<file path="config.mk">
export PLATFORM = sky130hd
export DESIGN_NAME = unbiased_random_index_generator
export DESIGN_NICKNAME = d
export VERILOG_FILES = /design/src/design/urig_pkg.sv /design/src/design/urig_divider.sv /design/src/design/urig_datapath.sv /design/src/design/urig_ctrl.sv /design/src/design/unbiased_random_index_generator.sv
export SDC_FILE = /design/constraint.sdc
export NUM_CORES = 1
export LEC_CHECK = 0
export BUFFER_PORTS_ARGS = -buffer_cell sky130_fd_sc_hd__buf_2
export CORE_MARGIN = 2
export CORE_UTILIZATION = 50
export CTS_CLUSTER_DIAMETER = 50
export CTS_CLUSTER_SIZE = 30
export DETAILED_ROUTE_END_ITERATION = 16
export GPL_ROUTABILITY_DRIVEN = 0
export PLACE_DENSITY = 0.79
export SYNTH_ARGS = -nofsm -noshare
export SYNTH_HDL_FRONTEND = slang
export SYNTH_SLANG_ARGS = --single-unit
</file>
<file path="constraint.sdc">
create_clock -name clk -period 8.6 [get_ports clk]
set_input_delay 0.43 -clock clk [delete_from_list [all_inputs] [get_ports clk]]
set_output_delay 0.43 -clock clk [all_outputs]
set_load 0.1 [all_outputs]
</file>
<file path="src/design/urig_pkg.sv">
`timescale 1ns / 1ps

package urig_pkg;

    localparam int STATE_W = 64;
    localparam int COUNT_W = 32;

    localparam logic [STATE_W-1:0] ALL_ONES = {STATE_W{1'b1}};

    localparam int SHIFT_A = 13;
    localparam int SHIFT_B = 7;
    localparam int SHIFT_C = 17;

    localparam logic REQ_SEED = 1'b0;
    localparam logic REQ_DRAW = 1'b1;

    typedef struct packed {
        logic               req_type;
        logic [STATE_W-1:0] seed_value;
    } urig_in_t;

    typedef struct packed {
        logic [COUNT_W-1:0] random_index;
        logic [STATE_W-1:0] raw_state;
    } urig_out_t;

    typedef struct packed {
        logic load_seed;
        logic load_count;
        logic start_limit;
        logic step;
        logic start_draw;
        logic store_limit;
        logic load_out;
    } urig_cmd_t;

    typedef struct packed {
        logic div_done;
        logic accept_ok;
        logic out_free;
    } urig_sts_t;

    function automatic logic [STATE_W-1:0] xorshift_step(input logic [STATE_W-1:0] s);
        logic [STATE_W-1:0] t;
        t = s ^ (s << SHIFT_A);
        t = t ^ (t >> SHIFT_B);
        t = t ^ (t << SHIFT_C);
        return t;
    endfunction

endpackage

</file>
<file path="src/design/urig_divider.sv">
`timescale 1ns / 1ps

module urig_divider (
    input  logic                         clk,
    input  logic                         rst_n,
    input  logic                         start,
    input  logic [urig_pkg::STATE_W-1:0] dividend,
    input  logic [urig_pkg::COUNT_W-1:0] divisor,
    output logic                         done,
    output logic [urig_pkg::COUNT_W-1:0] remainder
);
    import urig_pkg::*;

    localparam int CNT_W = $clog2(STATE_W);

    logic [STATE_W-1:0] q_reg, q_next;
    logic [COUNT_W-1:0] rem_reg, rem_next;
    logic [COUNT_W-1:0] d_reg, d_next;
    logic [CNT_W-1:0]   cnt_reg, cnt_next;
    logic               busy_reg, busy_next;
    logic               done_reg, done_next;

    logic [COUNT_W:0]   shifted;
    logic [COUNT_W-1:0] diff;
    logic               ge;

    // Restoring remainder, one dividend bit per cycle from the top.
    always_comb
    begin
        shifted   = {rem_reg, q_reg[STATE_W-1]};
        ge        = shifted >= {1'b0, d_reg};
        diff      = shifted[COUNT_W-1:0] - d_reg;
        q_next    = q_reg;
        rem_next  = rem_reg;
        d_next    = d_reg;
        cnt_next  = cnt_reg;
        busy_next = busy_reg;
        done_next = 1'b0;
        if (start)
        begin
            q_next    = dividend;
            rem_next  = '0;
            d_next    = divisor;
            cnt_next  = '0;
            busy_next = 1'b1;
        end
        else if (busy_reg)
        begin
            q_next   = {q_reg[STATE_W-2:0], 1'b0};
            rem_next = ge ? diff : shifted[COUNT_W-1:0];
            cnt_next = cnt_reg + 1'b1;
            if (cnt_reg == CNT_W'(STATE_W - 1))
            begin
                busy_next = 1'b0;
                done_next = 1'b1;
            end
        end
    end

    always_ff @(posedge clk or negedge rst_n)
    begin
        if (!rst_n)
        begin
            busy_reg <= 1'b0;
            done_reg <= 1'b0;
            cnt_reg  <= '0;
        end
        else
        begin
            busy_reg <= busy_next;
            done_reg <= done_next;
            cnt_reg  <= cnt_next;
        end
    end

    always_ff @(posedge clk)
    begin
        q_reg   <= q_next;
        rem_reg <= rem_next;
        d_reg   <= d_next;
    end

    assign done      = done_reg;
    assign remainder = rem_reg;

endmodule

</file>
<file path="src/design/urig_datapath.sv">
`timescale 1ns / 1ps

module urig_datapath (
    input  logic                         clk,
    input  logic                         rst_n,
    input  urig_pkg::urig_cmd_t          cmd,
    output urig_pkg::urig_sts_t          sts,
    input  logic [urig_pkg::COUNT_W-1:0] cfg_data,
    input  logic [urig_pkg::STATE_W-1:0] seed_value,
    output logic                         out_valid,
    input  logic                         out_ready,
    output urig_pkg::urig_out_t          out_data
);
    import urig_pkg::*;

    logic [STATE_W-1:0] state_reg, state_next;
    logic [STATE_W-1:0] limit_reg, limit_next;
    logic [COUNT_W-1:0] count_reg, count_next;
    logic               out_valid_reg, out_valid_next;
    urig_out_t          out_data_reg, out_data_next;

    logic [STATE_W-1:0] adv;
    logic [COUNT_W-1:0] eff_count;
    logic               div_start;
    logic [STATE_W-1:0] div_dividend;
    logic [COUNT_W-1:0] div_divisor;
    logic               div_done;
    logic [COUNT_W-1:0] div_rem;

    // A count of zero behaves as a count of one.
    assign eff_count    = (cfg_data == '0) ? COUNT_W'(1) : cfg_data;
    assign adv          = xorshift_step(state_reg);
    assign div_start    = cmd.start_limit | cmd.start_draw;
    assign div_dividend = cmd.start_limit ? ALL_ONES : adv;
    assign div_divisor  = cmd.load_count ? eff_count : count_reg;

    urig_divider u_div (
        .clk       (clk),
        .rst_n     (rst_n),
        .start     (div_start),
        .dividend  (div_dividend),
        .divisor   (div_divisor),
        .done      (div_done),
        .remainder (div_rem)
    );

    always_comb
    begin
        state_next     = state_reg;
        limit_next     = limit_reg;
        count_next     = count_reg;
        out_valid_next = out_valid_reg;
        out_data_next  = out_data_reg;
        if (cmd.load_seed)
            state_next = seed_value;
        else if (cmd.step)
            state_next = adv;
        if (cmd.load_count)
            count_next = eff_count;
        if (cmd.store_limit)
            limit_next = ALL_ONES - {{(STATE_W-COUNT_W){1'b0}}, div_rem};
        if (cmd.load_out)
        begin
            out_valid_next             = 1'b1;
            out_data_next.random_index = div_rem;
            out_data_next.raw_state    = state_reg;
        end
        else if (out_ready)
            out_valid_next = 1'b0;
    end

    always_ff @(posedge clk or negedge rst_n)
    begin
        if (!rst_n)
        begin
            state_reg     <= '0;
            limit_reg     <= ALL_ONES;
            count_reg     <= COUNT_W'(1);
            out_valid_reg <= 1'b0;
        end
        else
        begin
            state_reg     <= state_next;
            limit_reg     <= limit_next;
            count_reg     <= count_next;
            out_valid_reg <= out_valid_next;
        end
    end

    always_ff @(posedge clk)
    begin
        out_data_reg <= out_data_next;
    end

    assign sts.div_done  = div_done;
    assign sts.accept_ok = adv < limit_reg;
    assign sts.out_free  = !out_valid_reg || out_ready;
    assign out_valid     = out_valid_reg;
    assign out_data      = out_data_reg;

endmodule

</file>
<file path="src/design/urig_ctrl.sv">
`timescale 1ns / 1ps

module urig_ctrl (
    input  logic                clk,
    input  logic                rst_n,
    input  logic                cfg_valid,
    output logic                cfg_ready,
    input  logic                in_valid,
    output logic                in_ready,
    input  logic                req_type,
    input  urig_pkg::urig_sts_t sts,
    output urig_pkg::urig_cmd_t cmd
);
    import urig_pkg::*;

    localparam logic [2:0] S_IDLE  = 3'd0;
    localparam logic [2:0] S_LIMIT = 3'd1;
    localparam logic [2:0] S_STEP  = 3'd2;
    localparam logic [2:0] S_DIV   = 3'd3;
    localparam logic [2:0] S_HOLD  = 3'd4;

    logic [2:0] state_reg, state_next;

    assign cfg_ready = (state_reg == S_IDLE);
    assign in_ready  = (state_reg == S_IDLE) && !cfg_valid;

    always_comb
    begin
        cmd        = '0;
        state_next = state_reg;
        case (state_reg)
            S_IDLE:
            begin
                if (cfg_valid)
                begin
                    cmd.load_count  = 1'b1;
                    cmd.start_limit = 1'b1;
                    state_next      = S_LIMIT;
                end
                else if (in_valid)
                begin
                    if (req_type == REQ_DRAW)
                        state_next = S_STEP;
                    else
                        cmd.load_seed = 1'b1;
                end
            end
            S_LIMIT:
            begin
                if (sts.div_done)
                begin
                    cmd.store_limit = 1'b1;
                    state_next      = S_IDLE;
                end
            end
            S_STEP:
            begin
                // advance; retry while the state lands at or above the limit
                cmd.step = 1'b1;
                if (sts.accept_ok)
                begin
                    cmd.start_draw = 1'b1;
                    state_next     = S_DIV;
                end
            end
            S_DIV:
            begin
                if (sts.div_done)
                begin
                    if (sts.out_free)
                    begin
                        cmd.load_out = 1'b1;
                        state_next   = S_IDLE;
                    end
                    else
                        state_next = S_HOLD;
                end
            end
            S_HOLD:
            begin
                if (sts.out_free)
                begin
                    cmd.load_out = 1'b1;
                    state_next   = S_IDLE;
                end
            end
            default:
                state_next = S_IDLE;
        endcase
    end

    always_ff @(posedge clk or negedge rst_n)
    begin
        if (!rst_n)
            state_reg <= S_IDLE;
        else
            state_reg <= state_next;
    end

endmodule

</file>
<file path="src/design/unbiased_random_index_generator.sv">
`timescale 1ns / 1ps

// Unbiased random index generator: a 64-bit xorshift state (13 left, 7 right,
// 17 left) drawn through rejection sampling and reduced modulo the count last
// written on cfg_data. A seed word loads the state and gives no output word. A
// draw word advances the state one xorshift step per cycle until it falls below
// the rejection limit, then takes the remainder on a shared divider that
// retires one dividend bit per cycle, so the output word of a draw appears once
// the divider is done and the output register is free, later with each
// rejection retry, and the next input word can be taken once the control is
// idle again. A write on cfg_data recomputes the limit on the same divider;
// input is held off until the limit is stored. A count of zero behaves as one.
// An output word that is not yet taken waits in its register while the next
// input word is accepted.
module unbiased_random_index_generator (
    input  logic                         clk,
    input  logic                         rst_n,
    input  logic                         cfg_valid,
    output logic                         cfg_ready,
    input  logic [urig_pkg::COUNT_W-1:0] cfg_data,
    input  logic                         in_valid,
    output logic                         in_ready,
    input  urig_pkg::urig_in_t           in_data,
    output logic                         out_valid,
    input  logic                         out_ready,
    output urig_pkg::urig_out_t          out_data
);
    import urig_pkg::*;

    urig_cmd_t cmd;
    urig_sts_t sts;

    urig_ctrl u_ctrl (
        .clk       (clk),
        .rst_n     (rst_n),
        .cfg_valid (cfg_valid),
        .cfg_ready (cfg_ready),
        .in_valid  (in_valid),
        .in_ready  (in_ready),
        .req_type  (in_data.req_type),
        .sts       (sts),
        .cmd       (cmd)
    );

    urig_datapath u_dp (
        .clk        (clk),
        .rst_n      (rst_n),
        .cmd        (cmd),
        .sts        (sts),
        .cfg_data   (cfg_data),
        .seed_value (in_data.seed_value),
        .out_valid  (out_valid),
        .out_ready  (out_ready),
        .out_data   (out_data)
    );

endmodule

</file>
==> impl_metrics.json <==
{
  "status": "complete, no violations",
  "yosysWarnings": 0,
  "synthXorXnorAreaFrac_pct": 9.30,
  "fp.dieArea_um2": 37800,
  "seqPwrFrac_pct": 52.2,
  "post_cts_resized": 0,
  "fin_crit_sh_pct": 59.6,
  "areaGrowthSynthToFinish_pct": 14.1,
  "fin_tns_setup_ns": 0,
  "final_layout_size_suffix_gt1_share_pct": 17.5,
  "drv_cap": 0,
  "drc": 0,
  "synth_cell_type_count": 65,
  "htreeDepth": 2,
  "coreArea_um2": 35700,
  "yosys.area.top_type": "edfxtp_1",
  "grt_pass1_vias": 13200,
  "cts_tree": "done",
  "grt_pass1_wl_um": 74300,
  "ys_async_sr_fraction_pct": 38.5,
  "die-width_um": 195,
  "rsz0062_at_grt": "no",
  "largest_reg_flops": 96,
  "start_util_pct": 50.9,
  "place_area_um2": 19500,
  "hold_viol": 0,
  "syn_nets": 1839,
  "io_pins": 201,
  "design_area_um2": 20700,
  "rows": 69,
  "ant_nets": 0,
  "p_sw_share_pct": 22.8,
  "highest_layer": "met4",
  "power_density_nw_per_um2": 169,
  "syn_avg_cell_area_um2": 10.9,
  "numCtsBuffers": 35,
  "clk_pin_slew_worst_paths_ns": 0.08,
  "maxSlewViolCount": 0,
  "portBuffers": 200,
  "wire_per_inst_um": 20.2,
  "synthSimpleGateAreaFrac_pct": 11.4,
  "required_ns": 8.74,
  "drt_first_pass_iters": 6,
  "wl_met3_um": 4020,
  "netSwitchingPower_mw": 0.799,
  "place_hpwl_um": 33700,
  "synth_top_family_by_area": "compound AO/OA/AOI/OAI gates",
  "whs_ns": 0.140,
  "critPathLaunchType": "flip-flop",
  "grt_use_total_pct": 24.6,
  "end_kind": "flip-flop",
  "final_nets": 2010,
  "seqCellArea_um2": 9950,
  "viasPerCell": 5.88,
  "wl_um": 47000,
  "critPathKind": "flip-flop to flip-flop",
  "cts_num_sinks": 364,
  "r2r_slack_ns": 3.48,
  "fmax_mhz": 195,
  "final_common_cell": "buf_2",
  "grt_antenna_before_repair": 0,
  "ys.flop_type": "edfxtp_1",
  "synthCells": 1672,
  "hold_class": "input pin to flip-flop",
  "min_period_ns": 5.12,
  "clkLatencyLatePin_ns": 0.53,
  "wl_met2_um": 21400,
  "maxSlewHeadroom_pct": 27.7,
  "yosysSeqAreaShare_pct": 54.8,
  "fin_util_pct": 58.1,
  "m1WireLength_um": 19800,
  "arrival_ns": 5.26,
  "drt_iter0_drc": 1412,
  "grt-ovfl-total": 0,
  "num-fill-cells": 2883,
  "yosysTopAreaCellShare_pct": 31.8,
  "synthMuxAreaShare_pct": 3.22,
  "worst_pin_slew_ns": 1.07,
  "synth_compound_area_share_pct": 12.9,
  "setup_viol_count_final": 0,
  "synth_fa_ha_area_share_pct": 4.52,
  "critical_path.max_fanout": 73,
  "ctsLongestPathBuffers": 3,
  "multi_input_area_um2": 7540,
  "power_frac_clock_pct": 44.3,
  "ir_worst_vdd_v": 0.000115,
  "p_comb_share_pct": 3.5,
  "synth_area_leaders": "edfxtp_1, dfrtp_1, xnor2_1, dfstp_2, ha_1",
  "skew_ns": 0.0406,
  "grt_max_degree": 98,
  "synth_area_um2": 18200,
  "vias": 13700,
  "n_antenna_cell": 0,
  "synth-edff-count": 192,
  "clockRootBuffer": "clkbuf_16",
  "p_leak_nw": 9.23,
  "mostFrequentLayoutCells": "buf_2, edfxtp_1, nand2_1",
  "intPower_mw": 2.70,
  "die_y_um": 195,
  "ys_ff_latch": 364
}
-- per-stage QoR --
step / instances / total power [mW] / setup WS [ns]
floorplan: 1672 / 1.92 / 3.01
global placement: 2266 / 1.98 / 3.56
detailed placement: 2266 / 1.98 / 3.53
CTS: 2329 / 3.51 / 3.49
global route: 2329 / 3.60 / 3.08
finish: 2329 / 3.50 / 3.48
-- layer usage --
metal	GRT usage, %	vias to the layer above
met4	9.37	0
met5	0	-
li1	-	6328
met2	38.7	700
met3	3.82	116
met1	34.6	6546
-- final timing paths --
path | cells after the start | startpoint | to
min in group asynchronous | 2 | rst_n | u_dp.count_reg[31]
hold reg to reg | 2 | u_dp.count_reg[28] | u_dp.count_reg[28]
setup reg to reg | 13 | u_dp.state_reg[6] | u_dp.u_div.q_reg[9]
hold / removal | 3 | in_data[43] | u_dp.state_reg[43]
max in group asynchronous | 3 | rst_n | u_dp.state_reg[0]
setup / recovery | 13 | u_dp.state_reg[6] | u_dp.u_div.q_reg[9]
-- cells in the mapped netlist (4+ instances only) --
cell type	n
a2111oi_0	4
a211oi_1	23
a21o_1	18
a21oi_1	66
a221o_1	16
a22oi_1	50
a31oi_1	16
and2_1	10
and3_1	4
and4_1	4
buf_1	9
buf_2	6
clkbuf_1	63
dfrtp_1	107
dfstp_2	33
dfxtp_1	32
edfxtp_1	192
ha_1	64
inv_1	98
mux2i_1	55
nand2_1	173
nand2b_1	6
nand3_1	15
nand4_1	22
nor2_1	122
nor2b_1	11
nor3_1	35
nor3b_1	9
nor4_1	15
o211ai_1	13
o21a_1	6
o21ai_0	117
o21bai_1	5
or2_2	8
xnor2_1	143
xor2_1	47
-- critical path, cell delays in order (launching register included) --
cell and delay, ns:
dfrtp_1 0.46, xor2_1 0.23, xnor2_1 0.55, xor2_1 0.44, ha_1 0.33, and4_1 0.23
a221oi_1 0.30, o221ai_1 0.14, a31oi_1 0.26, nor4_4 0.10, o21ai_4 0.14, buf_4 0.66
or2_2 0.23, buf_4 0.64
-- kinds of logic after synthesis --
family	Yosys count
and+or+nand+nor	450
muxes	58
DFF	364
AOI/OAI and AO/OA	365
xor gates and xnor gates	191
buffers and inverters	179
adders and majority gates	65
-- cell type report --
type                            count  share of cell area, %
Sequential cell                   364                   48.1
Timing Repair Buffer              215                   5.42
Clock inverter                     23                   1.17
Inverter                           98                   1.78
Tap cell                          461                   2.78
Multi-Input combinational cell   1129                   36.4
Clock buffer                       39                   4.40
-- power groups by stage --
stage               Clock (mW)  Sequential, mW  Combinational (mW)
detailed placement           0            1.86               0.120
global placement             0            1.86               0.117
floorplan                    0            1.86              0.0557
finish                    1.55            1.83               0.123
CTS                       1.57            1.83               0.122
global route              1.64            1.83               0.135
-- repair_timing --
item,in CTS,in global routing
endpoints found under the hold margin,42,0
setup buffers,0,0
hold buffers,1,0
setup endpoints to repair,0,0
Power figures use the tool's default switching activity.
